`src/rtl/luhn_digit_stream_checker_core_defines.svh`:
```
// ----------------------------------------------------------------------------
// Luhn digit stream checker: assertion macros
// Shared concurrent assertion forms, clocked on clk and quiet in reset.
// ----------------------------------------------------------------------------
`ifndef LUHN_DIGIT_STREAM_CHECKER_CORE_DEFINES_SVH
`define LUHN_DIGIT_STREAM_CHECKER_CORE_DEFINES_SVH

// Same-cycle implication.
`define LUHN_ASSERT_NOW(label, ante, cons, msg) \
  label: assert property (@(posedge clk) disable iff (rst) (ante) |-> (cons)) \
    else $error(msg);

// Next-cycle implication.
`define LUHN_ASSERT_NEXT(label, ante, cons, msg) \
  label: assert property (@(posedge clk) disable iff (rst) (ante) |=> (cons)) \
    else $error(msg);

`endif

```
`src/rtl/luhn_pkg.sv`:
```
// ----------------------------------------------------------------------------
// Luhn digit stream checker package
// Shared constants, state type and mod-10 helpers.
// ----------------------------------------------------------------------------
package luhn_pkg;

  localparam int unsigned LenW    = 5;
  localparam int unsigned CfgIdxW = 8;

  localparam logic [LenW-1:0]    COUNT_MAX      = 5'd31;
  localparam logic [LenW-1:0]    MIN_LEN_RESET  = 5'd16;
  localparam logic [LenW-1:0]    MAX_LEN_RESET  = 5'd19;
  localparam logic [CfgIdxW-1:0] CFG_MIN_LENGTH = 8'd0;
  localparam logic [CfgIdxW-1:0] CFG_MAX_LENGTH = 8'd1;
  localparam logic [7:0]         CHAR_ZERO      = 8'h30;
  localparam logic [7:0]         CHAR_NINE      = 8'h39;

  typedef struct packed {
    logic [3:0]      sum_even;  // sum assuming even total length
    logic [3:0]      sum_odd;   // sum assuming odd total length
    logic [LenW-1:0] count;     // characters seen, saturating
    logic            bad;       // a non-digit was seen
  } luhn_state_t;

  function automatic logic [3:0] add_mod10(input logic [3:0] s, input logic [3:0] v);
    logic [4:0] t;
    t = {1'b0, s} + {1'b0, v};
    if (t >= 5'd10) begin
      t = t - 5'd10;
    end
    return t[3:0];
  endfunction

  // 2d, less 9 when above 9
  function automatic logic [3:0] doubled(input logic [3:0] d);
    logic [4:0] t;
    t = {d, 1'b0};
    if (t > 5'd9) begin
      t = t - 5'd9;
    end
    return t[3:0];
  endfunction

endpackage

```
`src/rtl/luhn_step.sv`:
```
// ----------------------------------------------------------------------------
// Luhn step
// Folds one character into the running state and forms the verdict.
// ----------------------------------------------------------------------------
module luhn_step (
  input  luhn_pkg::luhn_state_t        state,
  input  logic [7:0]                   char_code,
  input  logic [luhn_pkg::LenW-1:0]    min_length,
  input  logic [luhn_pkg::LenW-1:0]    max_length,
  output luhn_pkg::luhn_state_t        state_next,
  output logic                         number_ok
);

  logic       char_is_num;
  logic [3:0] digit;
  logic [3:0] sum_sel;

  assign char_is_num = (char_code >= luhn_pkg::CHAR_ZERO) &&
                       (char_code <= luhn_pkg::CHAR_NINE);
  assign digit       = char_code[3:0];

  always_comb begin
    state_next = state;
    if (!char_is_num) begin
      state_next.bad = 1'b1;
    end else if (state.count < luhn_pkg::COUNT_MAX) begin
      // even position from the left doubles under the even-length guess
      if (!state.count[0]) begin
        state_next.sum_even = luhn_pkg::add_mod10(state.sum_even, luhn_pkg::doubled(digit));
        state_next.sum_odd  = luhn_pkg::add_mod10(state.sum_odd, digit);
      end else begin
        state_next.sum_even = luhn_pkg::add_mod10(state.sum_even, digit);
        state_next.sum_odd  = luhn_pkg::add_mod10(state.sum_odd, luhn_pkg::doubled(digit));
      end
    end
    if (state.count < luhn_pkg::COUNT_MAX) begin
      state_next.count = state.count + 5'd1;
    end
  end

  assign sum_sel   = state_next.count[0] ? state_next.sum_odd : state_next.sum_even;
  assign number_ok = (state_next.count >= min_length) && (state_next.count <= max_length) &&
                     !state_next.bad && (sum_sel == 4'd0);

endmodule

```
`src/rtl/luhn_digit_stream_checker_core.sv`:
```
// ----------------------------------------------------------------------------
// Luhn digit stream checker core
// Streams card-number characters and gives one mod-10 verdict per number.
// ----------------------------------------------------------------------------
//
// Channel  Dir  Handshake          Payload
// s_*      in   s_tvalid/s_tready  s_tdata = char_code, s_tlast = last_char
// m_*      out  m_tvalid/m_tready  m_tdata[0] = number_ok
// cfg_*    in   cfg_valid/cfg_ready cfg_index, cfg_data (min/max length)
//
// One character per cycle unless a last char waits for queue room. A
// character is registered at the input and folded into the running sums
// from there; a last char's verdict is registered into the queue head or skid.
// Reset clears the running state and sets the limits to 16 and 19.
// A two-entry result queue lets the input keep moving while the sink stalls;
// s_tready drops only when both entries are full and a last char waits.
//
module luhn_digit_stream_checker_core (
  input  logic                          clk,
  input  logic                          rst,
  // input stream
  input  logic                          s_tvalid,
  output logic                          s_tready,
  input  logic [7:0]                    s_tdata,   // [7:0] char_code
  input  logic                          s_tlast,   // last_char
  // result stream
  output logic                          m_tvalid,
  input  logic                          m_tready,
  output logic [7:0]                    m_tdata,   // [0] number_ok, [7:1] zero
  // configuration writes
  input  logic                          cfg_valid,
  output logic                          cfg_ready,
  input  logic [luhn_pkg::CfgIdxW-1:0]  cfg_index,
  input  logic [luhn_pkg::LenW-1:0]     cfg_data
);

  `include "luhn_digit_stream_checker_core_defines.svh"

  // configuration registers
  logic [luhn_pkg::LenW-1:0] min_length;
  logic [luhn_pkg::LenW-1:0] max_length;

  assign cfg_ready = 1'b1;

  always_ff @(posedge clk) begin
    if (rst) begin
      min_length <= luhn_pkg::MIN_LEN_RESET;
      max_length <= luhn_pkg::MAX_LEN_RESET;
    end else if (cfg_valid && cfg_ready) begin
      if (cfg_index == luhn_pkg::CFG_MIN_LENGTH) begin
        min_length <= cfg_data;
      end
      if (cfg_index == luhn_pkg::CFG_MAX_LENGTH) begin
        max_length <= cfg_data;
      end
    end
  end

  // input register
  logic       in_valid;
  logic [7:0] in_char;
  logic       in_last;
  logic       advance;
  logic       q_room;

  // a last char may move on only when the result queue has room
  assign advance  = in_valid && (!in_last || q_room);
  assign s_tready = !in_valid || advance;

  always_ff @(posedge clk) begin
    if (rst) begin
      in_valid <= 1'b0;
    end else if (s_tready) begin
      in_valid <= s_tvalid;
    end
  end

  always_ff @(posedge clk) begin
    if (s_tvalid && s_tready) begin
      in_char <= s_tdata;
      in_last <= s_tlast;
    end
  end

  // running state
  luhn_pkg::luhn_state_t state;
  luhn_pkg::luhn_state_t state_next;
  logic                  ok_next;

  luhn_step u_step (
    .state      (state),
    .char_code  (in_char),
    .min_length (min_length),
    .max_length (max_length),
    .state_next (state_next),
    .number_ok  (ok_next)
  );

  always_ff @(posedge clk) begin
    if (rst) begin
      state <= '0;
    end else if (advance) begin
      state <= in_last ? '0 : state_next;
    end
  end

  // result queue: head drives m_*, second entry is the skid
  logic push;
  logic pop;
  logic head_ok;
  logic q1_valid;
  logic q1_ok;

  assign push   = advance && in_last;
  assign pop    = m_tvalid && m_tready;
  assign q_room = !q1_valid;

  always_ff @(posedge clk) begin
    if (rst) begin
      m_tvalid <= 1'b0;
      q1_valid <= 1'b0;
    end else if (pop) begin
      if (q1_valid) begin
        m_tvalid <= 1'b1;
        q1_valid <= push;
      end else begin
        m_tvalid <= push;
      end
    end else if (!m_tvalid) begin
      m_tvalid <= push;
    end else if (push) begin
      q1_valid <= 1'b1;
    end
  end

  always_ff @(posedge clk) begin
    if (pop) begin
      if (q1_valid) begin
        head_ok <= q1_ok;
        q1_ok   <= ok_next;
      end else begin
        head_ok <= ok_next;
      end
    end else if (!m_tvalid) begin
      head_ok <= ok_next;
    end else if (push) begin
      q1_ok <= ok_next;
    end
  end

  assign m_tdata = {7'd0, head_ok};

  // checks
  `LUHN_ASSERT_NOW(a_skid_behind_head, q1_valid, m_tvalid, "skid entry valid with empty head")
  `LUHN_ASSERT_NOW(a_sum_range, 1'b1, (state.sum_even <= 4'd9) && (state.sum_odd <= 4'd9),
    "running sum out of mod-10 range")
  `LUHN_ASSERT_NEXT(a_clear_after_last, push, state == '0, "state not cleared after last char")
  `LUHN_ASSERT_NOW(a_stall_cause, !s_tready, in_valid && in_last && q1_valid,
    "input stalled without a full result queue")

endmodule
```
`config.mk`:
```
export PLATFORM = sky130hd
export DESIGN_NAME = luhn_digit_stream_checker_core
export DESIGN_NICKNAME = d
export VERILOG_FILES = /design/src/rtl/luhn_pkg.sv /design/src/rtl/luhn_step.sv /design/src/rtl/luhn_digit_stream_checker_core.sv
export VERILOG_INCLUDE_DIRS = /design/src /design/src/rtl
export SDC_FILE = /design/constraint.sdc
export NUM_CORES = 1
export LEC_CHECK = 0
export BUFFER_PORTS_ARGS = -buffer_cell sky130_fd_sc_hd__buf_4
export CAP_MARGIN = 30
export CELL_PAD_IN_SITES_DETAIL_PLACEMENT = 1
export CELL_PAD_IN_SITES_GLOBAL_PLACEMENT = 2
export CORE_MARGIN = 1
export CORE_UTILIZATION = 39
export DETAILED_ROUTE_END_ITERATION = 16
export GPL_TIMING_DRIVEN = 1
export PLACE_DENSITY = 0.82
export RECOVER_POWER = 100
export SLEW_MARGIN = 10
export SYNTH_ARGS = -nofsm -noshare
export SYNTH_HDL_FRONTEND = slang
export SYNTH_SLANG_ARGS = --single-unit
```
`constraint.sdc`:
```
create_clock -name clk -period 8.74 [get_ports clk]
set_input_delay 0.874 -clock clk [delete_from_list [all_inputs] [get_ports clk]]
set_output_delay 0.874 -clock clk [all_outputs]
set_load 0.01 [all_outputs]
```
# == Yosys cells after proc, flatten, opt, wreduce, memory -nomap -nowiden ==
# Cells that the tools add are included.
# word_totals
register_bits,38
output_inout_bits,11
inputBits,27
# op_classes
addsub,10
n_eq_ne,3
order_cmp,10
n_reduce_logical,22
muxes,32
# op_table
operator,count
2-to-1 mux 4 bit,12
2-to-1 mux 8 bit,3
adder 4 x 4 -> 5 bit,4
"greater-or-equal comparator 5 x 4 -> 1 bit, second input constant",4
"subtractor 4 bit, second input constant",5
2-to-1 mux 1 bit,15
2-to-1 mux 14 bit,1
"== test 8 x 1 -> 1 bit, second input constant",1
"greater-or-equal comparator 8 x 6 -> 1 bit, second input constant",1
"<= comparator 8 x 6 -> 1 bit, second input constant",1
logical AND 1 bit,8
zero test 8 bit,1
AND reduction 2 bit,3
"adder 5 x 1 -> 5 bit, second input constant",1
greater-or-equal comparator 5 bit,1
"> comparator 5 x 4 -> 1 bit, second input constant",1
<= comparator 5 bit,1
"< comparator 5 bit, second input constant",1
2-to-1 mux 5 bit,1
zero test 1 bit,4
zero test 4 bit,1
"inequality test 2 x 1 -> 1 bit, second input constant",2
nonzero test 2 bit,2
AND reduction 3 bit,1
logical OR 1 bit,2

# == Logic depth before layout (Yosys ltp) ==
# logic_depth
depth_word,17
depth_mapped,18
mapped_depth_nobuf,18

# == Modules after synthesis ==
# From an unflattened synthesis, not the netlist that was laid out.
# unflattened
hier_cells,359
hier_area_um2,3176.8
# by_module_without_submodules
mod,cells_per_inst,seq_area_each_um2,area_per_inst_um2,instances
luhn_step,224,0.0,1685.4,1
luhn_digit_stream_checker_core,135,870.8,1491.4,1

# == Worst setup path before layout ==
# OpenSTA, ideal clock, no wires.
# synth_timing
path_type,register to register
startpoint,register in_char[1]
endpoint,register head_ok (data pin)
synth_period_minus_slack_ns,3.935
n_path_buf,0
slack_ns,4.805
arrival_time_ns,3.791
path_stages_with_launch,18
required_ns,8.596
setup_time_ns,0.144
path_cell_list,edfxtp_1 -> inv_1 -> ha_1 -> inv_1 -> a21oi_1 -> inv_1 -> ha_1 -> fa_1 -> xnor2_2 -> ha_1 -> or3b_2 -> a31oi_1 -> nor4_2 -> xnor2_1 -> nor2_1 -> a2111o_1 -> o32a_1 -> o21ai_1
# synth_between
elab_chain_cells,16
elab_cells_between_ends,40
classes_between,add/sub (9); order compare (7); mux (19); reduce/logical (5)
# synth_lines
item,line,source
start: declaration,luhn_digit_stream_checker_core.sv:61,logic [7:0] in_char;
start signal: assignment,luhn_digit_stream_checker_core.sv:80,in_char <= s_tdata;
subtractor 4 bit / > comparator 5 x 4 -> 1 bit (equally long branches),"luhn_pkg.sv:39, luhn_pkg.sv:38",
2-to-1 mux 4 bit,luhn_pkg.sv:38,if (t > 5'd9) begin
2-to-1 mux 4 bit,luhn_step.sv:28,if (!state.count[0]) begin
2-to-1 mux 4 bit,luhn_step.sv:26,end else if (state.count < luhn_pkg::COUNT_MAX) begin
2-to-1 mux 4 bit,luhn_step.sv:24,if (!char_is_num) begin
adder 4 x 4 -> 5 bit,luhn_pkg.sv:27,"t = {1'b0, s} + {1'b0, v};"
subtractor 4 bit / greater-or-equal comparator 5 x 4 -> 1 bit (equally long branches),"luhn_pkg.sv:29, luhn_pkg.sv:28",
2-to-1 mux 4 bit,luhn_pkg.sv:28,if (t >= 5'd10) begin
2-to-1 mux 8 bit,luhn_step.sv:28,
2-to-1 mux 8 bit,luhn_step.sv:26,
2-to-1 mux 8 bit,luhn_step.sv:24,
2-to-1 mux 4 bit,luhn_step.sv:41,assign sum_sel = state_next.count[0] ? state_next.sum_odd : state_next.sum_even;
zero test 4 bit,luhn_step.sv:43,!state_next.bad && (sum_sel == 4'd0);
logical AND 1 bit *,luhn_step.sv:43,
2-to-1 mux 1 bit (on tied branches),"luhn_digit_stream_checker_core.sv:144, luhn_digit_stream_checker_core.sv:138",
2-to-1 mux 1 bit *,luhn_digit_stream_checker_core.sv:137,if (pop) begin
end signal: assignment,luhn_digit_stream_checker_core.sv:139,head_ok <= q1_ok;
end signal: assignment,luhn_digit_stream_checker_core.sv:142,head_ok <= ok_next;
end signal: assignment,luhn_digit_stream_checker_core.sv:145,head_ok <= ok_next;
end: declaration,luhn_digit_stream_checker_core.sv:110,logic head_ok;
# Every way passes the cells marked *; elsewhere a longest branch is shown, timed or not. The select of a mux whose other input is x is not followed.
# A chain may end at the register's enable or synchronous reset.

# == Final worst setup path ==
# Ends and elaborated chain as after synthesis.

==> run metrics <==
Post-Route WL=7.66 mm; die width=91.6 um; Max Root-Sink Buffers=2; wire per inst=15.9 um; initial core utilization=40.5%; first-pass GRT wire length=about 13 mm; peak supply drop=0.0000684 V; Post-Syn Instances=355; Via Count=2633; reg-to-reg slack, setup=4.24 ns; Slew @ Worst Pin=1.18 ns; commonest cells after routing, fill and taps aside=nor2_1, ha_1, inv_1; Pre-Repair DR Iteration Count=4; delay-heaviest family, CP=compound AO/OA/AOI/OAI gates; Crit. path cell count=17; multi-input logic area=2040 um2; Critical Path End Type=flip-flop; startpoint types=flip-flop; Die Ht=91.6 um; CTS-repair resized insts=0; Synth warnings=0; max-cap violations=0; RSZ-0062 raised after global routing=false; crit path kind=reg2reg; Req. time, crit path=8.88 ns; I/O Buffers=29; GRT overflow=0; Worst path slowest cell=edfxtp_1; Synth-to-Final Area Change=9.43%; final cycle utilization of the critical path=slightly above 50%; status=completed; Tmin final=approximately 4.5 ns; fin nets=446; pwr/cell area=between 100 and 150 nW/um2; # hold bufs at CTS=0; Final Max Tran Viols=0; gpl congestion=between 0.8 and 0.9; CTS tree=done; Worst Setup SP=in_char[1]; proportion of layout cells with a drive suffix above 1=13.9%; placed cells=475; worst-path maximum fanout=5; clk_lat worst skew=0.29 ns; CTS sink cnt=38; CP arrival=4.65 ns; Achievable Freq=222 MHz; asr flop ratio synth=0%; commonest non-fill, non-tap cell in the layout=nor2_1; # fillers=936; largest net degree at the start of global routing=26; number of buffers inserted during clock tree synthesis=5; Antenna Nets Post-Route=0; Total Routing Usage GR=19.7%; H-tree depth=2; R2R Path Start=in_char[1]; Inserted Diodes=0; Hold Violations, Final=0; Post-CTS Setup Inserts=0; Reg-to-Reg End=head_ok; synthesized cell area=3130 um2; HPWL after DPL=6.28 mm; Critical Path End=head_ok; I/O pins=38; Seq/Total Area, Yosys=between 20 and 30%; final cell count without fillers=483; P_leak=approximately 1.5 nW; Unique masters post-synth=65; Core ar.=about 7700 um2; DRC violations left=0; flops & latches, synth=38; top_reg_cell synth=dfxtp_1; Total Power=0.385 mW; critical path buffer and inverter count=3; EDFF count, synth=11; R2R depth=17; row count=32; worst rel slew slack=a little over a fifth; die area=approximately 8400 um2; hold crit path type=reg2reg; Final Skew=0.00206 ns; setup total negative slack=0 ns; Root Buffer=clkbuf_8; starting DRC count in detailed routing=between 40 and 50; sequence of cells on the critical path=inv_1, ha_1, inv_1, a21oi_1, inv_1, ha_1, fa_1, xnor2_1, ha_1, or3b_2, a31oi_1, nor4_1, xnor2_1, nor2_1, a2111o_1, o32a_1, o21ai_0; worst stage delay on the critical path=0.45 ns; clock-pin slew on the worst setup and hold paths=0.07 ns; vias in the first global route=2749; Sequential Area=871 um2; Setup violations, final=0; vias per cell=between 5 and 6; initial antenna violation count=0; Avg Inst Size Synth=8.82 um2
==> how the worst min path moves through the flow <==
stage,start,to,cells after the start
CTS,max_length[1],max_length[1],1
finish,max_length[1],max_length[1],1
global placement,max_length[1],max_length[1],1
floorplan,max_length[1],max_length[1],1
global route,max_length[1],max_length[1],1
detailed placement,max_length[1],max_length[1],1
==> logic make-up (layout without fill, tap and decap cells) <==
kind of cell | count (synthesis) | in the layout | share of synthesized area [%]
flip-flops | 38 | 38 | 27.8
buffers and inverters | 45 | 65 | 7.03
XOR/XNOR | 9 | 9 | 3.00
AO/OA/AOI/OAI | 86 | 86 | 20.0
adder cells (fa/ha/maj) | 39 | 39 | 16.5
AND/OR/NAND/NOR | 114 | 114 | 18.1
other | 2 | 8 | 0.240
multiplexers | 22 | 22 | 7.19
==> power by group <==
group          switching (mW)  internal [mW]  leakage [nW]
clock                  0.0607         0.0567        0.0395
sequential            0.00507          0.185         0.326
combinational          0.0436         0.0333          1.16
==> final cells by class <==
cell class | count | share of cell area, %
Multi-Input combinational cell | 278 | 59.6
Sequential cell | 38 | 25.4
Timing Repair Buffer | 29 | 5.81
Tap cell | 102 | 3.73
Inverter | 28 | 3.07
Clock buffer | 8 | 2.34
==> cells in the mapped netlist, types with 9 or more instances <==
| library cell | number | area (um2) |
|---|---|---|
| a21oi_1 | 22 | 110 |
| nand2_1 | 23 | 86.3 |
| a22oi_1 | 9 | 67.6 |
| nor2_1 | 43 | 161 |
| dfxtp_1 | 27 | 541 |
| edfxtp_1 | 11 | 330 |
| mux2i_1 | 18 | 180 |
| ha_1 | 35 | 438 |
| inv_1 | 28 | 105 |
| buf_4 | 9 | 67.6 |
==> state kept, by name, summed over array words and instances (netlist names) <==
name,count
q1_ok,1
state,14
min_length,5
in_valid,1
in_char,8
head_ok,1
max_length,5
q1_valid,1
m_tvalid,1
in_last,1
==> through the flow <==
stage	cell area [um2]	util [%]	setup slack (ns)	hold WS, ns
floorplan	3150	-	4.80	0.435
global placement	3380	43.8	4.56	0.445
detailed placement	3380	43.8	4.33	0.459
CTS	3460	44.8	4.30	0.477
global route	3430	44.3	3.88	0.524
finish	3430	44.3	4.24	0.472
==> routing by layer <==
metal  track usage, %  vias up  share of wire, %
met4             6.22        0               2.1
met5                0        -                 0
met2             36.8       39                51
met3             2.60        9               2.7
met1             23.1     1273                44
li1                 -     1312                 -
No activity file was read; power rests on OpenSTA's default activity.
